`src/sv/ssm_pkg.sv`:
```
// Shared types and constants for the signature substring matcher.
// Holds the signature table, the case-fold function and the step control struct.
// No dependencies.
package ssm_pkg;

    localparam int unsigned WIN_DEPTH = 11;
    localparam int unsigned CMP_BYTES = WIN_DEPTH + 1;
    localparam int unsigned SIG_COUNT = 5;
    localparam int unsigned SIG_LEN_W = 4;

    // Signatures in lower case, right-justified: the final character sits in byte 0,
    // so byte k lines up with the byte seen k steps before the current one.
    localparam logic [CMP_BYTES*8-1:0] SIG_TEXT [SIG_COUNT] = '{
        96'("<script>"),
        96'("../"),
        96'("or 1=1"),
        96'("admin"),
        96'("union select")
    };

    localparam logic [SIG_LEN_W-1:0] SIG_LEN [SIG_COUNT] = '{
        4'd8, 4'd3, 4'd6, 4'd5, 4'd12
    };

    // Control that goes with the byte being scanned.
    typedef struct packed {
        logic en;    // a byte is scanned in this cycle
        logic last;  // it is the last byte of its chunk
    } t_step;

    // Only the ASCII capitals fold; every other code passes unchanged.
    function automatic logic [7:0] fold_case(input logic [7:0] c);
        logic [7:0] r;
        r = c;
        if (c >= 8'h41 && c <= 8'h5A) begin
            r = c + 8'h20;
        end
        return r;
    endfunction

endpackage

```
`src/sv/signature_substring_matcher_top.sv`:
```
// A chunk's verdict is registered in the output stage as its last byte is processed.
// One byte per cycle unless a last byte meets a full output; compare logic is combinational.
// The input stage keeps taking bytes while a verdict waits, until a chunk's last byte stalls.
// Reset (i_rst_n low, synchronous) empties both stages and clears the byte window.
// Top level of the signature substring matcher; depends on ssm_pkg and ssm_scan.
module signature_substring_matcher_top (
    input  logic       i_clk,
    input  logic       i_rst_n,
    input  logic       s_axis_tvalid,
    output logic       s_axis_tready,
    input  logic [7:0] s_axis_tdata,   // [7:0] data_byte
    input  logic       s_axis_tlast,   // chunk_end
    output logic       m_axis_tvalid,
    input  logic       m_axis_tready,
    output logic [7:0] m_axis_tdata    // [0] malicious, [7:1] zero
);
    import ssm_pkg::*;

    logic       r_in_valid;
    logic [7:0] r_in_byte;
    logic       r_in_last;
    logic       r_out_valid;
    logic       r_out_hit;

    logic  proc;
    logic  hit;
    t_step step;

    // A registered byte moves on unless it would produce a verdict into a full output.
    assign proc          = r_in_valid && (!r_in_last || !r_out_valid || m_axis_tready);
    assign s_axis_tready = !r_in_valid || proc;

    assign step.en   = proc;
    assign step.last = r_in_last;

    ssm_scan u_scan (
        .i_clk   (i_clk),
        .i_rst_n (i_rst_n),
        .i_step  (step),
        .i_byte  (r_in_byte),
        .o_hit   (hit)
    );

    // Input register.
    always_ff @(posedge i_clk) begin
        if (!i_rst_n) begin
            r_in_valid <= 1'b0;
        end else if (s_axis_tready) begin
            r_in_valid <= s_axis_tvalid;
        end
    end

    always_ff @(posedge i_clk) begin
        if (s_axis_tvalid && s_axis_tready) begin
            r_in_byte <= s_axis_tdata;
            r_in_last <= s_axis_tlast;
        end
    end

    // Output register holding one verdict.
    always_ff @(posedge i_clk) begin
        if (!i_rst_n) begin
            r_out_valid <= 1'b0;
        end else if (proc && r_in_last) begin
            r_out_valid <= 1'b1;
        end else if (m_axis_tready) begin
            r_out_valid <= 1'b0;
        end
    end

    always_ff @(posedge i_clk) begin
        if (proc && r_in_last) begin
            r_out_hit <= hit;
        end
    end

    assign m_axis_tvalid = r_out_valid;
    assign m_axis_tdata  = {7'b0, r_out_hit};

`ifndef SYNTHESIS
    // A chunk's last byte always leaves a verdict in the output register.
    a_last_gives_verdict: assert property (@(posedge i_clk) disable iff (!i_rst_n)
        proc && r_in_last |=> r_out_valid)
        else $error("last byte processed without a verdict");

    // The input stage never takes a byte while its held byte stays put.
    a_no_overwrite: assert property (@(posedge i_clk) disable iff (!i_rst_n)
        r_in_valid && !proc |-> !s_axis_tready)
        else $error("input register overwritten");

    // A waiting verdict blocks the next chunk end from being processed.
    a_verdict_not_lost: assert property (@(posedge i_clk) disable iff (!i_rst_n)
        r_out_valid && !m_axis_tready && r_in_valid && r_in_last |-> !proc)
        else $error("pending verdict would be overwritten");
`endif

endmodule

```
`src/sv/ssm_scan.sv`:
```
// Window of recent bytes and the parallel signature compare for one chunk.
// Depends on ssm_pkg.
module ssm_scan (
    input  logic          i_clk,
    input  logic          i_rst_n,
    input  ssm_pkg::t_step i_step,
    input  logic [7:0]    i_byte,
    output logic          o_hit
);
    import ssm_pkg::*;

    logic [7:0] r_win [WIN_DEPTH];
    logic [7:0] n_win [WIN_DEPTH];
    logic       r_zero_seen;
    logic       n_zero_seen;
    logic       r_hit_seen;
    logic       n_hit_seen;

    logic [7:0]             cur;
    logic [CMP_BYTES*8-1:0] cmp_bytes;
    logic [SIG_COUNT-1:0]   sig_hit;
    logic                   live;

    // A byte takes part only before any zero byte of the chunk, and never as zero itself.
    assign cur  = fold_case(i_byte);
    assign live = !r_zero_seen && (i_byte != 8'h00);

    // Current byte in byte 0, then the window newest first.
    always_comb begin
        cmp_bytes[7:0] = cur;
        for (int k = 0; k < WIN_DEPTH; k++) begin
            cmp_bytes[(k+1)*8 +: 8] = r_win[k];
        end
    end

    // Each signature compares its own length of bytes in parallel.
    always_comb begin
        for (int s = 0; s < SIG_COUNT; s++) begin
            sig_hit[s] = 1'b1;
            for (int i = 0; i < CMP_BYTES; i++) begin
                if (i < int'(SIG_LEN[s]) &&
                    cmp_bytes[i*8 +: 8] != SIG_TEXT[s][i*8 +: 8]) begin
                    sig_hit[s] = 1'b0;
                end
            end
        end
    end

    // The verdict for this byte covers every earlier match in the chunk.
    assign o_hit = r_hit_seen || (live && (|sig_hit));

    // Next state: shift the window on live bytes, clear everything at the chunk end.
    always_comb begin
        n_win       = r_win;
        n_zero_seen = r_zero_seen;
        n_hit_seen  = r_hit_seen;
        if (i_step.en) begin
            if (i_step.last) begin
                for (int k = 0; k < WIN_DEPTH; k++) begin
                    n_win[k] = 8'h00;
                end
                n_zero_seen = 1'b0;
                n_hit_seen  = 1'b0;
            end else if (!r_zero_seen) begin
                if (i_byte == 8'h00) begin
                    n_zero_seen = 1'b1;
                end else begin
                    n_hit_seen = o_hit;
                    for (int k = 1; k < WIN_DEPTH; k++) begin
                        n_win[k] = r_win[k-1];
                    end
                    n_win[0] = cur;
                end
            end
        end
    end

    always_ff @(posedge i_clk) begin
        if (!i_rst_n) begin
            for (int k = 0; k < WIN_DEPTH; k++) begin
                r_win[k] <= 8'h00;
            end
            r_zero_seen <= 1'b0;
            r_hit_seen  <= 1'b0;
        end else begin
            r_win       <= n_win;
            r_zero_seen <= n_zero_seen;
            r_hit_seen  <= n_hit_seen;
        end
    end

endmodule

```
`config.mk`:
```
export PLATFORM = sky130hd
export DESIGN_NAME = signature_substring_matcher_top
export DESIGN_NICKNAME = d
export VERILOG_FILES = /design/src/sv/ssm_pkg.sv /design/src/sv/signature_substring_matcher_top.sv /design/src/sv/ssm_scan.sv
export SDC_FILE = /design/constraint.sdc
export NUM_CORES = 1
export LEC_CHECK = 0
export BUFFER_PORTS_ARGS = -buffer_cell sky130_fd_sc_hd__buf_4
export CAP_MARGIN = 5
export CORE_AREA = 3 3 92 94
export DETAILED_ROUTE_END_ITERATION = 10
export DIE_AREA = 0 0 95 97
export GPL_TIMING_DRIVEN = 0
export PLACE_DENSITY_LB_ADDON = 0.3
export SYNTH_ARGS = -nofsm -noshare
export SYNTH_HDL_FRONTEND = slang
export SYNTH_SLANG_ARGS = --single-unit
```
`constraint.sdc`:
```
create_clock -name i_clk -period 2.6 [get_ports i_clk]
set_input_delay 0.52 -clock i_clk [delete_from_list [all_inputs] [get_ports i_clk]]
set_output_delay 0.52 -clock i_clk [all_outputs]
set_load 0.05 [all_outputs]
```
==> results.toml, run 1 <==
[run_status]
status = "completed"

[clocking]
clk_latency_ps = 370
root_buffer = "clkbuf_8"
cts.sinks = 102
holdBufCountCts = 0
post-cts-setup-buffers = 0
cts_tree = "done"
cts_max_path_buffers = 2
clk_pin_slew_worst_paths_ps = 100
cts-resized-gates = 0
cts_buffers = 9
h-tree-depth = 3

[logic_synthesis]
syn_inst = 327
syn_area_per_cell_um2 = 11.74
synthFlopType = "dfxtp_1"
synth_seq_area_share = 0.5578
synth-seq-cells = 102
syn_area_mm2 = 0.003840
synth_edf_count = 10
synth.distinct_cells = 52
yosys_warnings = 0
synthArstFlopShare = 0

[job]
cap_violations = 0

[routing]
wl_per_cell_um = 18.17
vias = 2820
ant_nets = 0
routed_wl_mm = 8.466
viasPerCell = 6.052
dr.pass1.iters = 4
drc_errors = 0
initialDrtViolationCount = 166

[grt]
grt_pass1_vias = 2694
grt_overflow = 0
antenna_found_initial = 0
grt_max_degree = 18
busiest_layer = "met2"
grt_pass1_wl_mm = 14.19
use_met2 = 0.2912
use_met1 = 0.2834
use_met3 = 0.05521
grt_use_total = 0.1971

[worst_setup_path]
endpoint_kind = "flip-flop"
crit_family = "compound AO/OA/AOI/OAI gates"
cp_max_fo = 6
startpoint_type = "flip-flop"
critical_path_class = "reg -> reg"
r2r-end = "r_out_hit"
arrival_ps = 2500
cpMostUsedCell = "a211oi_1"
slowest_delay_ps = 550
timing.rr.start = "r_in_byte[2]"
path_cells = "nor4_2, a21oi_1, a41oi_1, a211oi_1, a211oi_1, o21bai_1"
reg2regPathDepth = 6
cp_slowest_cell = "edfxtp_1"
reg2reg_slack_ps = 210
crit_buf_inv = 0
cp.required_ps = 2720

[timing]
fin_setup_tns_ps = 0
whs_ps = 318.8
layout_setup_ws_ps = 214.2
maxSlewViolCount = 0
finalCritPeriodShare = 0.9176
worstMarginPinSlew_ps = 911.2
setup_viol = 0
period_needed_ps = 2386
rsz0062_at_grt = "no"
clock.fmax_mhz = 419.1
slew_headroom = 0.3897
skew_ps = 15.24
hold_viol = 0

[die]
start_util = 0.4969
die_w_um = 95
die_h_um = 97
fp-row-count = 32
coreArea_mm2 = 0.007727
boundaryPins = 23
die_area_mm2 = 0.009215

[worst_hold_path]
hold_path_end = "r_in_byte[7]"
holdPathStages = 1
min_from = "s_axis_tdata[7]"
hold_class = "in -> reg"

[cells_and_area]
diodes = 0
multiInputGateArea_mm2 = 0.001534
seqCellArea_mm2 = 0.002142
final_cell_mix = "92 x dfxtp_1, 85 x a22o_1, 23 x buf_4"
area_growth_pct = 12.28
fin_nets = 373
drive_gt1_frac = 0.1538
fillers = 667
design_area_mm2 = 0.004312
layout.cells.most_common = "dfxtp_1"

[place]
globalplace.congestion = 0.9233
place_area_mm2 = 0.004103
place_ws_ps = 271.8
io_buffers = 15
dpl.hpwl_mm = 5.864

[pwr]
vdd_drop_max_mv = 0.3204
power.density_mw_per_mm2 = 652.1
p_leak_nw = 1.631
-- flip-flops by register name (all words and copies together), names as in the netlist --
signal,cells
r_out_hit,1
u_scan.cmp_bytes,88
u_scan.r_zero_seen,1
m_axis_tvalid,1
u_scan.r_hit_seen,1
r_in_byte,8
r_in_last,1
r_in_valid,1
-- stage by stage --
step,instances,util,power (mW)
2_1_floorplan,333,-,1.767
3_3_place_gp,450,0.5309,1.812
3_5_place_dp,450,0.5309,1.814
4_1_cts,466,0.5580,2.837
5_1_grt,466,0.5580,2.921
6_report,466,0.5580,2.812
-- routing by layer --
layer,part of all wire,vias to the layer above
li1,-,1350
met1,0.46,1369
met2,0.47,90
met3,0.058,11
met4,0.012,0
met5,0,-
-- how the worst max path moves through the flow --
| stage | start | endpoint | slack (ps) | cells past startpoint |
|---|---|---|---|---|
| CTS | r_in_byte[2] | r_out_hit | 230 | 6 |
| global placement | r_in_byte[2] | r_out_hit | 200 | 6 |
| detailed placement | r_in_byte[2] | r_out_hit | 270 | 6 |
| finish | r_in_byte[2] | r_out_hit | 210 | 6 |
| floorplan | r_in_byte[7] | r_out_hit | 640 | 6 |
| global route | r_in_byte[2] | r_out_hit | 30 | 6 |
-- final cells by class --
| class | count | share of cell area |
|---|---|---|
| Sequential cell | 102 | 0.4968 |
| Clock buffer | 12 | 0.03598 |
| Clock inverter | 4 | 0.01248 |
| Multi-Input combinational cell | 199 | 0.3558 |
| Tap cell | 102 | 0.02960 |
| Inverter | 4 | 0.003482 |
| Timing Repair Buffer | 15 | 0.02612 |
| Buffer | 28 | 0.03976 |
-- worst register-to-register path, delay by kind of cell, from the launching register on --
family          cells  cell delay (ps)
compound gates      5             1210
simple gates        1              380
flops               1              550
-- cells by family after synthesis --
group | synth area share
mux | 0.002607
flops | 0.5578
simple gates | 0.1453
fa+ha+maj | 0.003258
buf+inv | 0.04855
compound gates | 0.2414
other cells | 0.0009766
-- cells in the mapped netlist (4+ instances only) --
library cell / count / area (um^2)
inv_1: 4 / 15.01
nand4b_1: 6 / 52.55
nor4_1: 9 / 56.30
edfxtp_1: 10 / 300.3
dfxtp_1: 92 / 1842
nand4_1: 9 / 56.30
buf_2: 9 / 45.04
a22o_1: 85 / 744.5
buf_4: 8 / 60.06
nand3_1: 5 / 25.02
nand4bb_1: 5 / 56.30
nand2_1: 12 / 45.04
nor3_1: 4 / 20.02
clkbuf_1: 8 / 30.03
-- report_power, final --
part	total, mW	switching [mW]	leakage [nW]	internal, mW
sequential	1.63	0.0223	0.840	1.60
combinational	0.154	0.100	0.683	0.0545
clock	1.03	0.528	0.108	0.504
No activity file was read; power rests on OpenSTA's default activity.
==> inputs of run 2 (changes only) <==
--- a/config.mk
+++ b/config.mk
@@ -10,8 +10,7 @@
 export CORE_AREA = 3 3 92 94
 export DETAILED_ROUTE_END_ITERATION = 10
 export DIE_AREA = 0 0 95 97
-export GPL_TIMING_DRIVEN = 0
-export PLACE_DENSITY_LB_ADDON = 0.3
+export PLACE_DENSITY = 0.66
 export SYNTH_ARGS = -nofsm -noshare
 export SYNTH_HDL_FRONTEND = slang
 export SYNTH_SLANG_ARGS = --single-unit
==> results.toml, run 2 (same netlist as run 1, synthesis figures left out) <==
[worst_setup_path]
endpoint_kind = "flip-flop"
critical_path_class = "reg -> reg"
arrival_ps = 2500
cp.required_ps = 2820
cp_max_fo = 6
startpoint_type = "flip-flop"

[cells_and_area]
largest_reg_flops = 88
fillers = 660
final_cell_mix = "92 x dfxtp_1, 85 x a22o_1, 17 x buf_4"
fin_nets = 352
layout.cells.most_common = "dfxtp_1"
area_growth_pct = 10.75
instances_no_fill = 445
design_area_mm2 = 0.004253
diodes = 0
drive_gt1_frac = 0.1370

[clocking]
holdBufCountCts = 0
post-cts-setup-buffers = 0
clk_pin_slew_worst_paths_ps = 100
clk_latency_ps = 370
h-tree-depth = 3
cts_tree = "done"
cts-resized-gates = 0
cts_max_path_buffers = 2
root_buffer = "clkbuf_8"
cts_buffers = 9
cts.sinks = 102

[timing]
whs_ps = 329.3
rsz0062_at_grt = "no"
fin_setup_tns_ps = 0
setup_viol = 0
maxSlewViolCount = 0
slew_headroom = 0.4054
skew_ps = 13.04
hold_viol = 0
finalCritPeriodShare = 0.8744
worstMarginPinSlew_ps = 887.7
period_needed_ps = 2273
layout_setup_ws_ps = 326.6
clock.fmax_mhz = 439.9

[place]
place_ws_ps = 390.5
globalplace.congestion = 0.8607
placedCellCount = 429
io_buffers = 15
dpl.hpwl_mm = 5.439
place_area_mm2 = 0.004064

[pwr]
vdd_drop_max_mv = 0.4123
internal_power_mw = 2.050
p_sw_frac = 0.2493
p_leak_nw = 1.541
pwr-share-seq = 0.596
pwr-share-clk = 0.349
switchingPower_uw = 681.0
power.density_mw_per_mm2 = 642.2
combPwrFrac = 0.056

[routing]
vias = 2733
viasPerCell = 6.142
dr.pass1.iters = 4
initialDrtViolationCount = 148
routed_wl_mm = 7.977
drc_errors = 0
wl_per_cell_um = 17.93
ant_nets = 0

[grt]
grt_use_total = 0.1833
grt_pass1_wl_mm = 13.23
antenna_found_initial = 0
grt_overflow = 0
grt_pass1_vias = 2499
grt_max_degree = 91

[worst_hold_path]
hold_class = "in -> reg"

[run_status]
status = "completed"

[die]
start_util = 0.4969
fp-row-count = 32
boundaryPins = 23
die_area_mm2 = 0.009215
die_w_um = 95
die_h_um = 97
coreArea_mm2 = 0.007727

[job]
cap_violations = 0
-- run 2: critical path: stages (launching register included) --
cell       delay, ps
edfxtp_1         480
nor4_2           410
a21oi_1          170
and4_4           220
a2111oi_1        590
nand2_1          120
o21bai_1         150
-- run 2: path summary, 6_finish.rpt --
path | from | end | slack, ps | cells past startpoint
worst max-delay path | r_in_byte[5] | r_out_hit | 330 | 6
worst min-delay path | s_axis_tlast | r_in_last | 330 | 1
worst max register to register | r_in_byte[5] | r_out_hit | 330 | 6
worst min register to register | u_scan.r_hit_seen | u_scan.r_hit_seen | 480 | 2
-- run 2: final cells by class --
type | count | area [um^2] | share of cell area
well taps | 102 | 127.6 | 0.03001
inverters | 4 | 15.01 | 0.003530
flip-flops and latches | 102 | 2142 | 0.5037
clock buffers | 10 | 137.6 | 0.03236
multi-input cells | 199 | 1551 | 0.3648
clock inverters | 6 | 51.30 | 0.01206
repair buffers | 22 | 227.7 | 0.05355
-- run 2: power by group through the flow --
stage               Sequential, mW  Clock [mW]  Combinational, mW
CTS                           1.63       0.971              0.153
global placement              1.66           0              0.152
floorplan                     1.66           0              0.112
detailed placement            1.66           0              0.152
finish                        1.63       0.952              0.153
global route                  1.63        1.06              0.166
-- run 2: through the flow --
stage,power (mW),utilization
floorplan,1.767,-
global placement,1.814,0.5259
detailed placement,1.814,0.5259
CTS,2.749,0.5504
global route,2.855,0.5504
finish,2.731,0.5504
-- run 2: routing by layer --
layer | global-route usage | routed length [um] | up-vias
met1 | 0.2770 | 3902 | 1335
met3 | 0.04977 | 504 | 9
li1 | - | - | 1317
met4 | 0.04883 | 89 | 0
met2 | 0.2560 | 3481 | 72
met5 | 0 | 0 | -
